<file path="config.mk">
export PLATFORM = sky130hd
export DESIGN_NAME = rc4_keystream_generator
export DESIGN_NICKNAME = d
export VERILOG_FILES = /design/src/hdl/rc4ks_pkg.sv /design/src/hdl/rc4ks_key_buf.sv /design/src/hdl/rc4ks_perm_engine.sv /design/src/hdl/rc4_keystream_generator.sv
export VERILOG_INCLUDE_DIRS = /design/src /design/src/hdl
export SDC_FILE = /design/constraint.sdc
export NUM_CORES = 2
export LEC_CHECK = 0
export BUFFER_PORTS_ARGS = -buffer_cell sky130_fd_sc_hd__buf_2
export CORE_MARGIN = 3
export CORE_UTILIZATION = 65
export CTS_CLUSTER_SIZE = 28
export DETAILED_ROUTE_END_ITERATION = 8
export PLACE_DENSITY = 0.82
export SYNTH_ARGS = -nofsm -noshare
export SYNTH_HDL_FRONTEND = slang
export SYNTH_SLANG_ARGS = --single-unit
</file>
<file path="constraint.sdc">
create_clock -name clock -period 16.85 [get_ports clock]
set_clock_uncertainty 0.1 [all_clocks]
set_input_delay 1.685 -clock clock [delete_from_list [all_inputs] [get_ports clock]]
set_output_delay 1.685 -clock clock [all_outputs]
set_load 0.005 [all_outputs]
</file>
<file path="src/hdl/assert_macros.svh">
// ----------------------------------------------------------------------------
// assert_macros.svh
// Assertion wrappers shared by the RC4 keystream generator modules.
// ----------------------------------------------------------------------------
`ifndef ASSERT_MACROS_SVH
`define ASSERT_MACROS_SVH

`ifndef SYNTHESIS

// check a property on every clock edge outside reset
`define RC4KS_ASSERT(label, prop, msg) \
   label: assert property (@(posedge clock) disable iff (reset) prop) else $error(msg);

// check that a condition is followed by another in the next cycle
`define RC4KS_ASSERT_NEXT(label, cond, follow, msg) \
   label: assert property (@(posedge clock) disable iff (reset) (cond) |=> (follow)) \
      else $error(msg);

`else

`define RC4KS_ASSERT(label, prop, msg)
`define RC4KS_ASSERT_NEXT(label, cond, follow, msg)

`endif

`endif

</file>
<file path="src/hdl/rc4ks_pkg.sv">
// ----------------------------------------------------------------------------
// rc4ks_pkg
// Shared types and constants for the RC4 keystream generator.
// ----------------------------------------------------------------------------
package rc4ks_pkg;

   localparam int TABLE_DEPTH   = 256;
   localparam int IDX_W         = 8;
   localparam int KEY_BYTES_MAX = 256;
   localparam int KCNT_W        = 9;

   typedef logic [IDX_W-1:0]  byte_type;
   typedef logic [KCNT_W-1:0] kcnt_type;

   // operation codes of a transaction
   localparam logic OP_LOAD = 1'b0;
   localparam logic OP_DRAW = 1'b1;

   // key byte write into the key buffer
   typedef struct packed {
      logic     valid;
      byte_type data;
      logic     last;
   } key_wr_type;

   // sequencer states, one-hot
   typedef enum logic [8:0] {
      ST_INIT = 9'b000000001,
      ST_IDLE = 9'b000000010,
      ST_DJ   = 9'b000000100,
      ST_DWI  = 9'b000001000,
      ST_DWJ  = 9'b000010000,
      ST_KRD  = 9'b000100000,
      ST_KJ   = 9'b001000000,
      ST_KWK  = 9'b010000000,
      ST_KWJ  = 9'b100000000
   } state_type;

endpackage

</file>
<file path="src/hdl/rc4ks_key_buf.sv">
// ----------------------------------------------------------------------------
// rc4ks_key_buf
// Key byte buffer: one write port fed by load transactions, one registered
// read port used by the key schedule, and the saturating fill count.
// ----------------------------------------------------------------------------
`include "assert_macros.svh"

module rc4ks_key_buf (
   input  logic                  clock,
   input  logic                  reset,
   input  rc4ks_pkg::key_wr_type key_wr,
   input  rc4ks_pkg::byte_type   rd_addr,
   output rc4ks_pkg::byte_type   rd_data,
   output rc4ks_pkg::kcnt_type   sched_len
);
   import rc4ks_pkg::*;

   byte_type key_mem [KEY_BYTES_MAX];
   byte_type rd_data_ff;
   kcnt_type count_ff;
   kcnt_type count_in;
   logic     has_room;

   // room left while fewer than the maximum bytes are held
   assign has_room  = (count_ff < KCNT_W'(KEY_BYTES_MAX));
   // length the schedule sees, including a byte written this cycle
   assign sched_len = has_room ? count_ff + 1'b1 : count_ff;
   assign rd_data   = rd_data_ff;

   // advance the count on a load, drop it to zero on the last byte
   always_comb begin
      count_in = count_ff;
      if (key_wr.valid) begin
         if (key_wr.last) begin
            count_in = '0;
         end else if (has_room) begin
            count_in = count_ff + 1'b1;
         end
      end
   end

   always_ff @(posedge clock) begin
      if (reset) begin
         count_ff <= '0;
      end else begin
         count_ff <= count_in;
      end
   end

   // store the byte while room is left; registered read
   always_ff @(posedge clock) begin
      if (key_wr.valid && has_room) begin
         key_mem[count_ff[IDX_W-1:0]] <= key_wr.data;
      end
      rd_data_ff <= key_mem[rd_addr];
   end

   `RC4KS_ASSERT(a_count_bound, count_ff <= KCNT_W'(KEY_BYTES_MAX), "key count overflow")
   `RC4KS_ASSERT_NEXT(a_count_clear, key_wr.valid && key_wr.last, count_ff == '0, "key count not cleared")
   `RC4KS_ASSERT_NEXT(a_count_step, key_wr.valid && !key_wr.last && has_room, count_ff == $past(count_ff) + 1'b1, "key count did not advance")

endmodule

</file>
<file path="src/hdl/rc4ks_perm_engine.sv">
// ----------------------------------------------------------------------------
// rc4ks_perm_engine
// State table memory with its read-modify-write sequencer: identity fill,
// key schedule swaps and keystream draws.
// ----------------------------------------------------------------------------
`include "assert_macros.svh"

module rc4ks_perm_engine (
   input  logic                clock,
   input  logic                reset,
   input  logic                accept,
   input  logic                operation,
   input  logic                key_last,
   input  rc4ks_pkg::kcnt_type sched_len,
   output rc4ks_pkg::byte_type key_rd_addr,
   input  rc4ks_pkg::byte_type key_rd_data,
   output logic                busy,
   output logic                rsp_valid,
   output rc4ks_pkg::byte_type rsp_random_byte
);
   import rc4ks_pkg::*;

   byte_type  perm_mem [TABLE_DEPTH];
   byte_type  perm_rd_ff;

   state_type state_ff, state_in;
   byte_type  ctr_ff, ctr_in;
   byte_type  kpos_ff, kpos_in;
   kcnt_type  len_ff, len_in;
   logic      sched_ff, sched_in;
   byte_type  i_ff, i_in;
   byte_type  j_ff, j_in;
   byte_type  si_ff, si_in;
   byte_type  sj_ff, sj_in;
   byte_type  t_ff, t_in;
   logic      rsp_valid_ff, rsp_valid_in;
   byte_type  rsp_byte_ff, rsp_byte_in;

   byte_type  rd_addr;
   logic      wr_en;
   byte_type  wr_addr;
   byte_type  wr_data;

   assign busy            = (state_ff != ST_IDLE);
   assign rsp_valid       = rsp_valid_ff;
   assign rsp_random_byte = rsp_byte_ff;
   assign key_rd_addr     = kpos_ff;

   // sequencer
   always_comb begin
      byte_type jn;
      byte_type tn;
      jn           = '0;
      tn           = '0;
      state_in     = state_ff;
      ctr_in       = ctr_ff;
      kpos_in      = kpos_ff;
      len_in       = len_ff;
      sched_in     = sched_ff;
      i_in         = i_ff;
      j_in         = j_ff;
      si_in        = si_ff;
      sj_in        = sj_ff;
      t_in         = t_ff;
      rsp_valid_in = 1'b0;
      rsp_byte_in  = rsp_byte_ff;
      rd_addr      = i_ff + 1'b1;
      wr_en        = 1'b0;
      wr_addr      = ctr_ff;
      wr_data      = ctr_ff;
      unique case (state_ff)
         ST_INIT: begin
            // fill the table with the identity, one entry per cycle
            wr_en  = 1'b1;
            ctr_in = ctr_ff + 1'b1;
            if (ctr_ff == IDX_W'(TABLE_DEPTH - 1)) begin
               state_in = sched_ff ? ST_KRD : ST_IDLE;
            end
         end
         ST_IDLE: begin
            if (accept) begin
               if (operation == OP_DRAW) begin
                  // advance i and fetch S[i]
                  i_in     = i_ff + 1'b1;
                  state_in = ST_DJ;
               end else if (key_last) begin
                  len_in   = sched_len;
                  sched_in = 1'b1;
                  j_in     = '0;
                  kpos_in  = '0;
                  state_in = ST_INIT;
               end
            end
         end
         ST_DJ: begin
            // add S[i] into j and fetch S[j]
            jn       = j_ff + perm_rd_ff;
            si_in    = perm_rd_ff;
            j_in     = jn;
            rd_addr  = jn;
            state_in = ST_DWI;
         end
         ST_DWI: begin
            // write S[j] into slot i and fetch the output entry
            tn       = si_ff + perm_rd_ff;
            sj_in    = perm_rd_ff;
            t_in     = tn;
            rd_addr  = tn;
            wr_en    = 1'b1;
            wr_addr  = i_ff;
            wr_data  = perm_rd_ff;
            state_in = ST_DWJ;
         end
         ST_DWJ: begin
            // write S[i] into slot j; forward swapped entries to the output
            wr_en        = 1'b1;
            wr_addr      = j_ff;
            wr_data      = si_ff;
            rsp_valid_in = 1'b1;
            if (t_ff == j_ff) begin
               rsp_byte_in = si_ff;
            end else if (t_ff == i_ff) begin
               rsp_byte_in = sj_ff;
            end else begin
               rsp_byte_in = perm_rd_ff;
            end
            state_in = ST_IDLE;
         end
         ST_KRD: begin
            // fetch S[k]; key byte is read at kpos
            rd_addr  = ctr_ff;
            state_in = ST_KJ;
         end
         ST_KJ: begin
            jn       = j_ff + perm_rd_ff + key_rd_data;
            si_in    = perm_rd_ff;
            j_in     = jn;
            rd_addr  = jn;
            state_in = ST_KWK;
         end
         ST_KWK: begin
            wr_en    = 1'b1;
            wr_addr  = ctr_ff;
            wr_data  = perm_rd_ff;
            state_in = ST_KWJ;
         end
         ST_KWJ: begin
            wr_en   = 1'b1;
            wr_addr = j_ff;
            wr_data = si_ff;
            ctr_in  = ctr_ff + 1'b1;
            // cycle through the key bytes held
            if ({1'b0, kpos_ff} + 1'b1 == len_ff) begin
               kpos_in = '0;
            end else begin
               kpos_in = kpos_ff + 1'b1;
            end
            if (ctr_ff == IDX_W'(TABLE_DEPTH - 1)) begin
               i_in     = '0;
               j_in     = '0;
               sched_in = 1'b0;
               state_in = ST_IDLE;
            end else begin
               state_in = ST_KRD;
            end
         end
         default: begin
            state_in = ST_INIT;
         end
      endcase
   end

   // control registers
   always_ff @(posedge clock) begin
      if (reset) begin
         state_ff     <= ST_INIT;
         ctr_ff       <= '0;
         kpos_ff      <= '0;
         sched_ff     <= 1'b0;
         i_ff         <= '0;
         j_ff         <= '0;
         rsp_valid_ff <= 1'b0;
      end else begin
         state_ff     <= state_in;
         ctr_ff       <= ctr_in;
         kpos_ff      <= kpos_in;
         sched_ff     <= sched_in;
         i_ff         <= i_in;
         j_ff         <= j_in;
         rsp_valid_ff <= rsp_valid_in;
      end
   end

   // payload registers
   always_ff @(posedge clock) begin
      len_ff      <= len_in;
      si_ff       <= si_in;
      sj_ff       <= sj_in;
      t_ff        <= t_in;
      rsp_byte_ff <= rsp_byte_in;
   end

   // state table: one write, one registered read
   always_ff @(posedge clock) begin
      if (wr_en) begin
         perm_mem[wr_addr] <= wr_data;
      end
      perm_rd_ff <= perm_mem[rd_addr];
   end

   `RC4KS_ASSERT_NEXT(a_rsp_single, rsp_valid_ff, !rsp_valid_ff, "result strobe held two cycles")
   `RC4KS_ASSERT(a_draw_latency, (accept && operation == OP_DRAW) |-> ##4 rsp_valid_ff, "draw gave no result")
   `RC4KS_ASSERT(a_swap_order, (state_ff == ST_KWJ) |-> ($past(state_ff) == ST_KWK), "swap write out of order")
   `RC4KS_ASSERT_NEXT(a_no_rsp_load, accept && operation == OP_LOAD, !rsp_valid_ff, "load gave a result")

endmodule

</file>
<file path="src/hdl/rc4_keystream_generator.sv">
// Draw transaction: busy in the DJ, DWI and DWJ states after accept; rsp_valid strobes as the
// sequencer returns to idle; no new draw is taken while busy. Load transaction: the last key
// byte runs an identity fill and 256 swap steps with busy high; other key bytes leave busy low.
// Reset: identity fill of all 256 state table entries with busy high; indices and key count zero.
// Results are strobed for one cycle and cannot be stalled.
// ----------------------------------------------------------------------------
// rc4_keystream_generator
// RC4 byte generator: buffers key bytes, runs the key schedule on the last
// one and returns one keystream byte per draw transaction.
// ----------------------------------------------------------------------------
module rc4_keystream_generator (
   input  logic                clock,
   input  logic                reset,
   input  logic                start,
   output logic                busy,
   input  logic                req_operation,
   input  rc4ks_pkg::byte_type req_key_byte,
   input  logic                req_key_last,
   output logic                rsp_valid,
   output rc4ks_pkg::byte_type rsp_random_byte
);
   import rc4ks_pkg::*;

   logic       accept;
   key_wr_type key_wr;
   byte_type   key_rd_addr;
   byte_type   key_rd_data;
   kcnt_type   sched_len;

   // take a transaction when idle
   assign accept      = start && !busy;
   assign key_wr.valid = accept && (req_operation == OP_LOAD);
   assign key_wr.data  = req_key_byte;
   assign key_wr.last  = req_key_last;

   rc4ks_key_buf u_key_buf (
      .clock     (clock),
      .reset     (reset),
      .key_wr    (key_wr),
      .rd_addr   (key_rd_addr),
      .rd_data   (key_rd_data),
      .sched_len (sched_len)
   );

   rc4ks_perm_engine u_perm_engine (
      .clock           (clock),
      .reset           (reset),
      .accept          (accept),
      .operation       (req_operation),
      .key_last        (req_key_last),
      .sched_len       (sched_len),
      .key_rd_addr     (key_rd_addr),
      .key_rd_data     (key_rd_data),
      .busy            (busy),
      .rsp_valid       (rsp_valid),
      .rsp_random_byte (rsp_random_byte)
   );

endmodule
</file>
## Word level (Yosys, flattened, before mapping)

Memory sizes are Yosys's and may differ from the RTL's. A register that Yosys moved wholly into a read port is not among the register bits.
Index checks and enable logic that the tools add are counted.

- Register bits after elaboration: 93
- Bits in writable memories: 4096
- Input port bits: 13
- Output and inout port bits: 10
- Logic and storage cells: 98
- Memories kept: 2

- Add/sub/neg operators: 8
- $lt $le $gt $ge: 1
- Equality and inequality tests: 21
- Multiplexer cells: 35
- Bitwise operators: 1
- Reduce and logical (&&, ||, !) cells: 17

Memories:

| name | words | bits a word | rd ports | clocked after memory_dff | write ports | RTL line | source |
|---|---|---|---|---|---|---|---|
| u_key_buf.key_mem | 256 | 8 | 1 | 1 | 1 | rc4ks_key_buf.sv:18 | `byte_type key_mem [KEY_BYTES_MAX];` |
| u_perm_engine.perm_mem | 256 | 8 | 1 | 1 | 1 | rc4ks_perm_engine.sv:23 | `byte_type perm_mem [TABLE_DEPTH];` |

Operators by type and width:

| cell | number |
|---|---|
| 9-bit case mux with 9 select lines | 1 |
| 8-bit 2-to-1 mux | 9 |
| 8-bit case mux with 2 select lines | 4 |
| 8-bit case mux with 4 select lines | 2 |
| 9-bit 2-to-1 mux | 6 |
| 8-bit by 1-bit adder with 8-bit output, second input constant | 3 |
| 8-bit adder | 3 |
| 8-bit == test | 2 |
| 6-bit 2-to-1 mux | 2 |
| 4-bit AND reduction | 3 |
| 1-bit 2-to-1 mux | 10 |
| 5-bit AND reduction | 2 |
| 8-bit by 1-bit adder with 9-bit output, second input constant | 1 |
| 9-bit by 1-bit adder with 9-bit output, second input constant | 1 |
| 9-bit by 1-bit == test with 1-bit output, second input constant | 1 |
| 9-bit by 2-bit == test with 1-bit output, second input constant | 1 |
| 9-bit by 3-bit == test with 1-bit output, second input constant | 1 |
| 9-bit by 4-bit == test with 1-bit output, second input constant | 1 |
| 9-bit by 5-bit == test with 1-bit output, second input constant | 1 |
| 9-bit by 6-bit == test with 1-bit output, second input constant | 1 |
| 9-bit by 7-bit == test with 1-bit output, second input constant | 1 |
| 9-bit by 8-bit == test with 1-bit output, second input constant | 1 |
| 9-bit == test | 1 |
| 9-bit == test, second input constant | 1 |
| other kinds (15) | 24 |

## Longest topological paths before layout

- Depth in word-level cells: 7
- Depth in mapped cells: 23
- Depth with buffers taken out: 21

## By module

Synthesis repeated with hierarchy kept, for this count alone.

- Cell total of the unflattened synthesis: 9768
- Area total of the unflattened synthesis: 166393.3 um2

Modules (own cells, without submodules):

| module | instances | cells an instance | area an instance (um2) | sequential area each (um2) |
|---|---|---|---|---|
| rc4ks_perm_engine | 1 | 5895 | 86163.9 | 63751.1 |
| rc4ks_key_buf | 1 | 3871 | 80210.7 | 61839.3 |
| rc4_keystream_generator | 1 | 2 | 18.8 | 0.0 |

## Least setup slack after synthesis

No wires, ideal clock.

- Path kind: register to register
- Start: reg u_perm_engine.state_ff[0]
- End: mem u_perm_engine.perm_mem[0][0] (netlist name) (data pin)
- Library setup time: 821 ps
- Arrival: 4986 ps
- Required time: 15929 ps
- Path slack: 10943 ps
- Stages on the path, launching flop included: 9
- Path buffers: 2
- Period minus slack after synthesis: 5907 ps
- Path through: dfxtp_1 > nor4_2 > nand2_1 > nor3b_1 > or2_1 > buf_2 > buf_2 > a22oi_1 > nand2_1

- Longest elaborated chain between the ends: 3
- Elaborated cells on any way between the ends: 7
- Those cells by class: 4 x eq/ne; 1 x mux; 2 x reduce/logical

Ends and longest elaborated chain:

| element | RTL line | source |
|---|---|---|
| from (decl) | rc4ks_perm_engine.sv:26 | `state_type state_ff, state_in;` |
| from (signal assigned) | rc4ks_perm_engine.sv:184 | `state_ff <= state_in;` |
| 9-bit by 5-bit == test with 1-bit output, or another cell as far along | rc4ks_perm_engine.sv:71 | `unique case (state_ff)` |
| 2-bit OR reduction (no source line) | - |  |
| 8-bit case mux with 2 select lines (*) | rc4ks_perm_engine.sv:71 |  |
| named net u_perm_engine.wr_data[0] | rc4ks_perm_engine.sv:42 | `byte_type wr_data;` |
| to (decl) | rc4ks_perm_engine.sv:23 |  |

The timed path passes the listed nets; every way through them passes the cells marked *.

## Worst setup path in the final report

- Start: reg u_perm_engine.perm_rd_ff[0], read port of u_perm_engine.perm_mem
- End: reg u_perm_engine.perm_rd_ff[1], read port of u_perm_engine.perm_mem

- Longest elaborated chain between the ends: 3
- Elaborated cells on any way between the ends: 4
- Those cells by class: 3 x add/sub; 1 x mux

Ends and longest elaborated chain:

| element | RTL line | source |
|---|---|---|
| from (decl) | rc4ks_perm_engine.sv:24 | `byte_type perm_rd_ff;` |
| 8-bit adder | rc4ks_perm_engine.sv:97, rc4ks_perm_engine.sv:135 |  |
| 8-bit adder | rc4ks_perm_engine.sv:135 | `jn = j_ff + perm_rd_ff + key_rd_data;` |
| 8-bit case mux with 4 select lines (*) | rc4ks_perm_engine.sv:71 |  |

Every way passes the cells marked *; elsewhere a longest branch is shown, timed or not.
A chain may end at the register's enable or synchronous reset.

==> metrics.cfg <==
[run_status]
status=complete, but fails checks
violations=design-rule violations, max-capacitance violations, max-slew violations

[floorplan]
core_mm2=0.252
rows=184
die_w_um=510
dieArea_mm2=0.260
initial_utilization_pct=65.6
ios=23
die_y_um=510

[yosys]
yosysWarnings=0
ys_types=74
synthTopCellsByArea=edfxtp_1 (75%), mux4_2 (9.1%), mux2i_1 (3.0%)
synth_edf_count=4137
synth_seq_area_share_pct=76.0
syn_avg_cell_area_um2=17.6
synthArstFlopShare_pct=0
synth_top_area_cell=edfxtp_1
synth.most_common_cell=edfxtp_1
synthesis.nets=9426
synthCells=9381
netlist_area_mm2=0.165
synth_seq_cells=4205
synth_ff_type=edfxtp_1
synth_common_cells=edfxtp_1 (4137), nand2_1 (1168), mux4_2 (668)
post-synth-top-area-fraction_pct=75.2

[finish]
final_nets=9432
area_delta_synth_final_pct=9.70
stdcell_count=13078
drive_above_1_share_pct=15.4
final_area_mm2=0.181
num-fill-cells=13420

[timing]
whs_ns=0.394
rsz0062_at_grt=false
setup_viol=0
min_period_ns=8.02
setup-tns-final_ns=0
finalMaxSlewViolations=8
fmax_mhz=125
hold_viol_final=0
worst_slew_pin_slew_ns=1.60
finalCritPeriodShare_pct=47.6
slew_headroom_pct=-6.83

[setup_path]
cp_data_required_time_ns=17.51
reg2reg_to=u_perm_engine.perm_rd_ff[1]$_DFF_P_
critical-path-top-delay-family=buffers and inverters
critical_path.max_fanout=61
rrSetupSlack_ns=8.83
cp_slowest_stage_delay_ns=0.84
arrival_ns=8.68
reg2reg_depth=19
slowest_stage=a221oi_1
r2r_start=u_perm_engine.perm_rd_ff[0]$_DFF_P_
crit_chain=ha_1 -> inv_1 -> fa_1 -> inv_1 -> fa_1 -> xor2_1 -> and4_1 -> a221oi_1 -> nand2_1 -> a31oi_4 -> buf_4 -> buf_4 -> buf_4 -> a21oi_1 -> nor4_1 -> nor4_1 -> a211o_1 -> o22ai_1 -> nor4_1
cp-end-kind=flip-flop
critPathKind=reg2reg
crit_path_start_kind=flip-flop
crit_buf_inv=5

[hold_path]
holdPathStages=2
hp-class=reg2reg
min_to=u_perm_engine.state_ff[5]$_SDFFE_PP0P_
hold_start=u_perm_engine.sched_ff$_SDFFE_PP0P_

[clock_tree]
clk_pin_slew_worst_paths_ns=0.06
numCtsBuffers=410
cts_setup_buffers=0
cts_tree=yes
hold_buffers=0
clockRootBuffer=clkbuf_16
clock_path_buffers=4
post_cts_resized=0
cts-htree-levels=5
cts.sink_count=4205
clock_latency_ns=1.05

[global_route]
gr-usage-all-layers_pct=36.1
grt_antenna_before_repair=23
gr-total-overflow=0
grt_pass1_wl_um=673000
grt_pass1_vias=93434
grt_start_max_net_pins=215

[job]
drv_cap=6

[drt]
first_pass_iters=9
drt-wirelength-per-cell_um=36.1
drc=1
postRouteAntennaNets=0
wl_um=471000
via_count=95660
drt_iter0_drc=17637
vias_per_cell=7.31

[place]
place_hpwl_um=242000
placed_cells=12322
place_area_mm2=0.168
port_buffers=22
place.gp.congestion=0.956

[power]
power_density_mw_per_mm2=115
power_mw=20.9
ir_drop_mv=0.137
p_leak_nw=55.6

[kinds of logic (layout without fill, tap and decap cells)]
kind of cell             count (synthesis)  in the layout  share of synthesized area, %
flip-flops                            4205           4205                          76.0
AND/OR/NAND/NOR                       2293           2293                          5.96
adder cells (fa/ha/maj)                 32             32                         0.256
AO/OA/AOI/OAI                         1006           1006                          3.43
XOR/XNOR                                63             63                         0.334
buffers and inverters                  586            915                          1.72
other                                    0             20                             0
multiplexers                          1196           1196                          12.3
[metrics by stage]
step | setup WS [ns] | utilization, %
2_1_floorplan | 10.94 | -
3_3_place_gp | 9.32 | 66.7
3_5_place_dp | 9.28 | 66.7
4_1_cts | 9.23 | 71.9
5_1_grt | 8.72 | 71.9
6_report | 8.83 | 71.9
[state kept, by name, summed over array words and instances, names as in the netlist, 9 cells and up]
register and count:
u_key_buf.key_mem 2048, u_perm_engine.len_ff 9, u_key_buf.count_ff 9, u_perm_engine.state_ff 9
u_perm_engine.perm_mem 2048
[final cells by class]
class	instances	area [um^2]	share of cell area, %
clock inverter	236	2210	1.22
clock buffer	499	10800	5.94
antenna	20	50.0	0.0276
timing repair buffer	161	1360	0.749
inverter	19	71.3	0.0393
tap	3348	4190	2.31
multi-input combinational	4590	37100	20.4
sequential	4205	126000	69.3
[report_power, final]
part | leakage, nW | switching (mW) | internal (mW)
Combinational | 11.0 | 0.208 | 0.0242
Clock | 6.34 | 4.08 | 5.11
Sequential | 38.2 | 0.00946 | 11.5
Total | 55.6 | 4.30 | 16.6
[how the worst max path moves through the flow]
stage                                                 startpoint                                     end  slack, ns  cells past startpoint
after CTS                    u_perm_engine.perm_rd_ff[0]$_DFF_P_     u_perm_engine.perm_rd_ff[1]$_DFF_P_       9.23                     19
after detailed placement     u_perm_engine.perm_rd_ff[0]$_DFF_P_     u_perm_engine.perm_rd_ff[1]$_DFF_P_       9.28                     19
after floorplan           u_perm_engine.state_ff[0]$_SDFFE_PP1P_  u_perm_engine.perm_mem[0][0]$_DFFE_PP_      10.94                      8
after global routing         u_perm_engine.perm_rd_ff[0]$_DFF_P_     u_perm_engine.perm_rd_ff[6]$_DFF_P_       8.72                     19
final                        u_perm_engine.perm_rd_ff[0]$_DFF_P_     u_perm_engine.perm_rd_ff[1]$_DFF_P_       8.83                     19
after global placement       u_perm_engine.perm_rd_ff[0]$_DFF_P_     u_perm_engine.perm_rd_ff[1]$_DFF_P_       9.32                     19
[cells in the final DEF (no fill, tap or decap), types with 20 or more instances in the layout]
cell        Yosys  routed
clkbuf_16       0     414
a22oi_1        23      23
nor3_1         27      26
nor2_1        631     631
buf_4          71     128
clkinvlp_4      0      21
edfxtp_1     4137    4137
ha_1           29      29
nor2b_1        24      24
nor4_1        294     290
a21oi_1       575     575
xor2_1         39      39
nand2_1      1168    1148
o21ai_0        49      47
o22ai_1       274     274
xnor2_1        24      24
mux2_2         30      30
a211oi_1       21      21
bufinv_16       0      37
nand3_1        48      46
clkinv_2        0      79
mux4_2        668     668
clkinv_1        0      81
dfxtp_1        68      62
diode_2         0      20
clkbuf_1      242      75
mux2i_1       498     498
[routing by layer]
| metal | routed length (um) | GRT usage [%] | up-vias |
|---|---|---|---|
| met5 | 179 | 0.183 | - |
| met4 | 35800 | 21.7 | 18 |
| met3 | 61300 | 9.36 | 1858 |
| met2 | 224000 | 56.4 | 9242 |
| met1 | 150000 | 46.3 | 47489 |
| li1 | - | - | 37053 |
[tightest hold or removal path, delay by kind of cell (launching register included)]
kind | cells | cell delay [ns]
compound gates | 1 | 0.06
flops | 1 | 0.32
simple gates | 1 | 0.07
(Power assumes the default switching activity.)
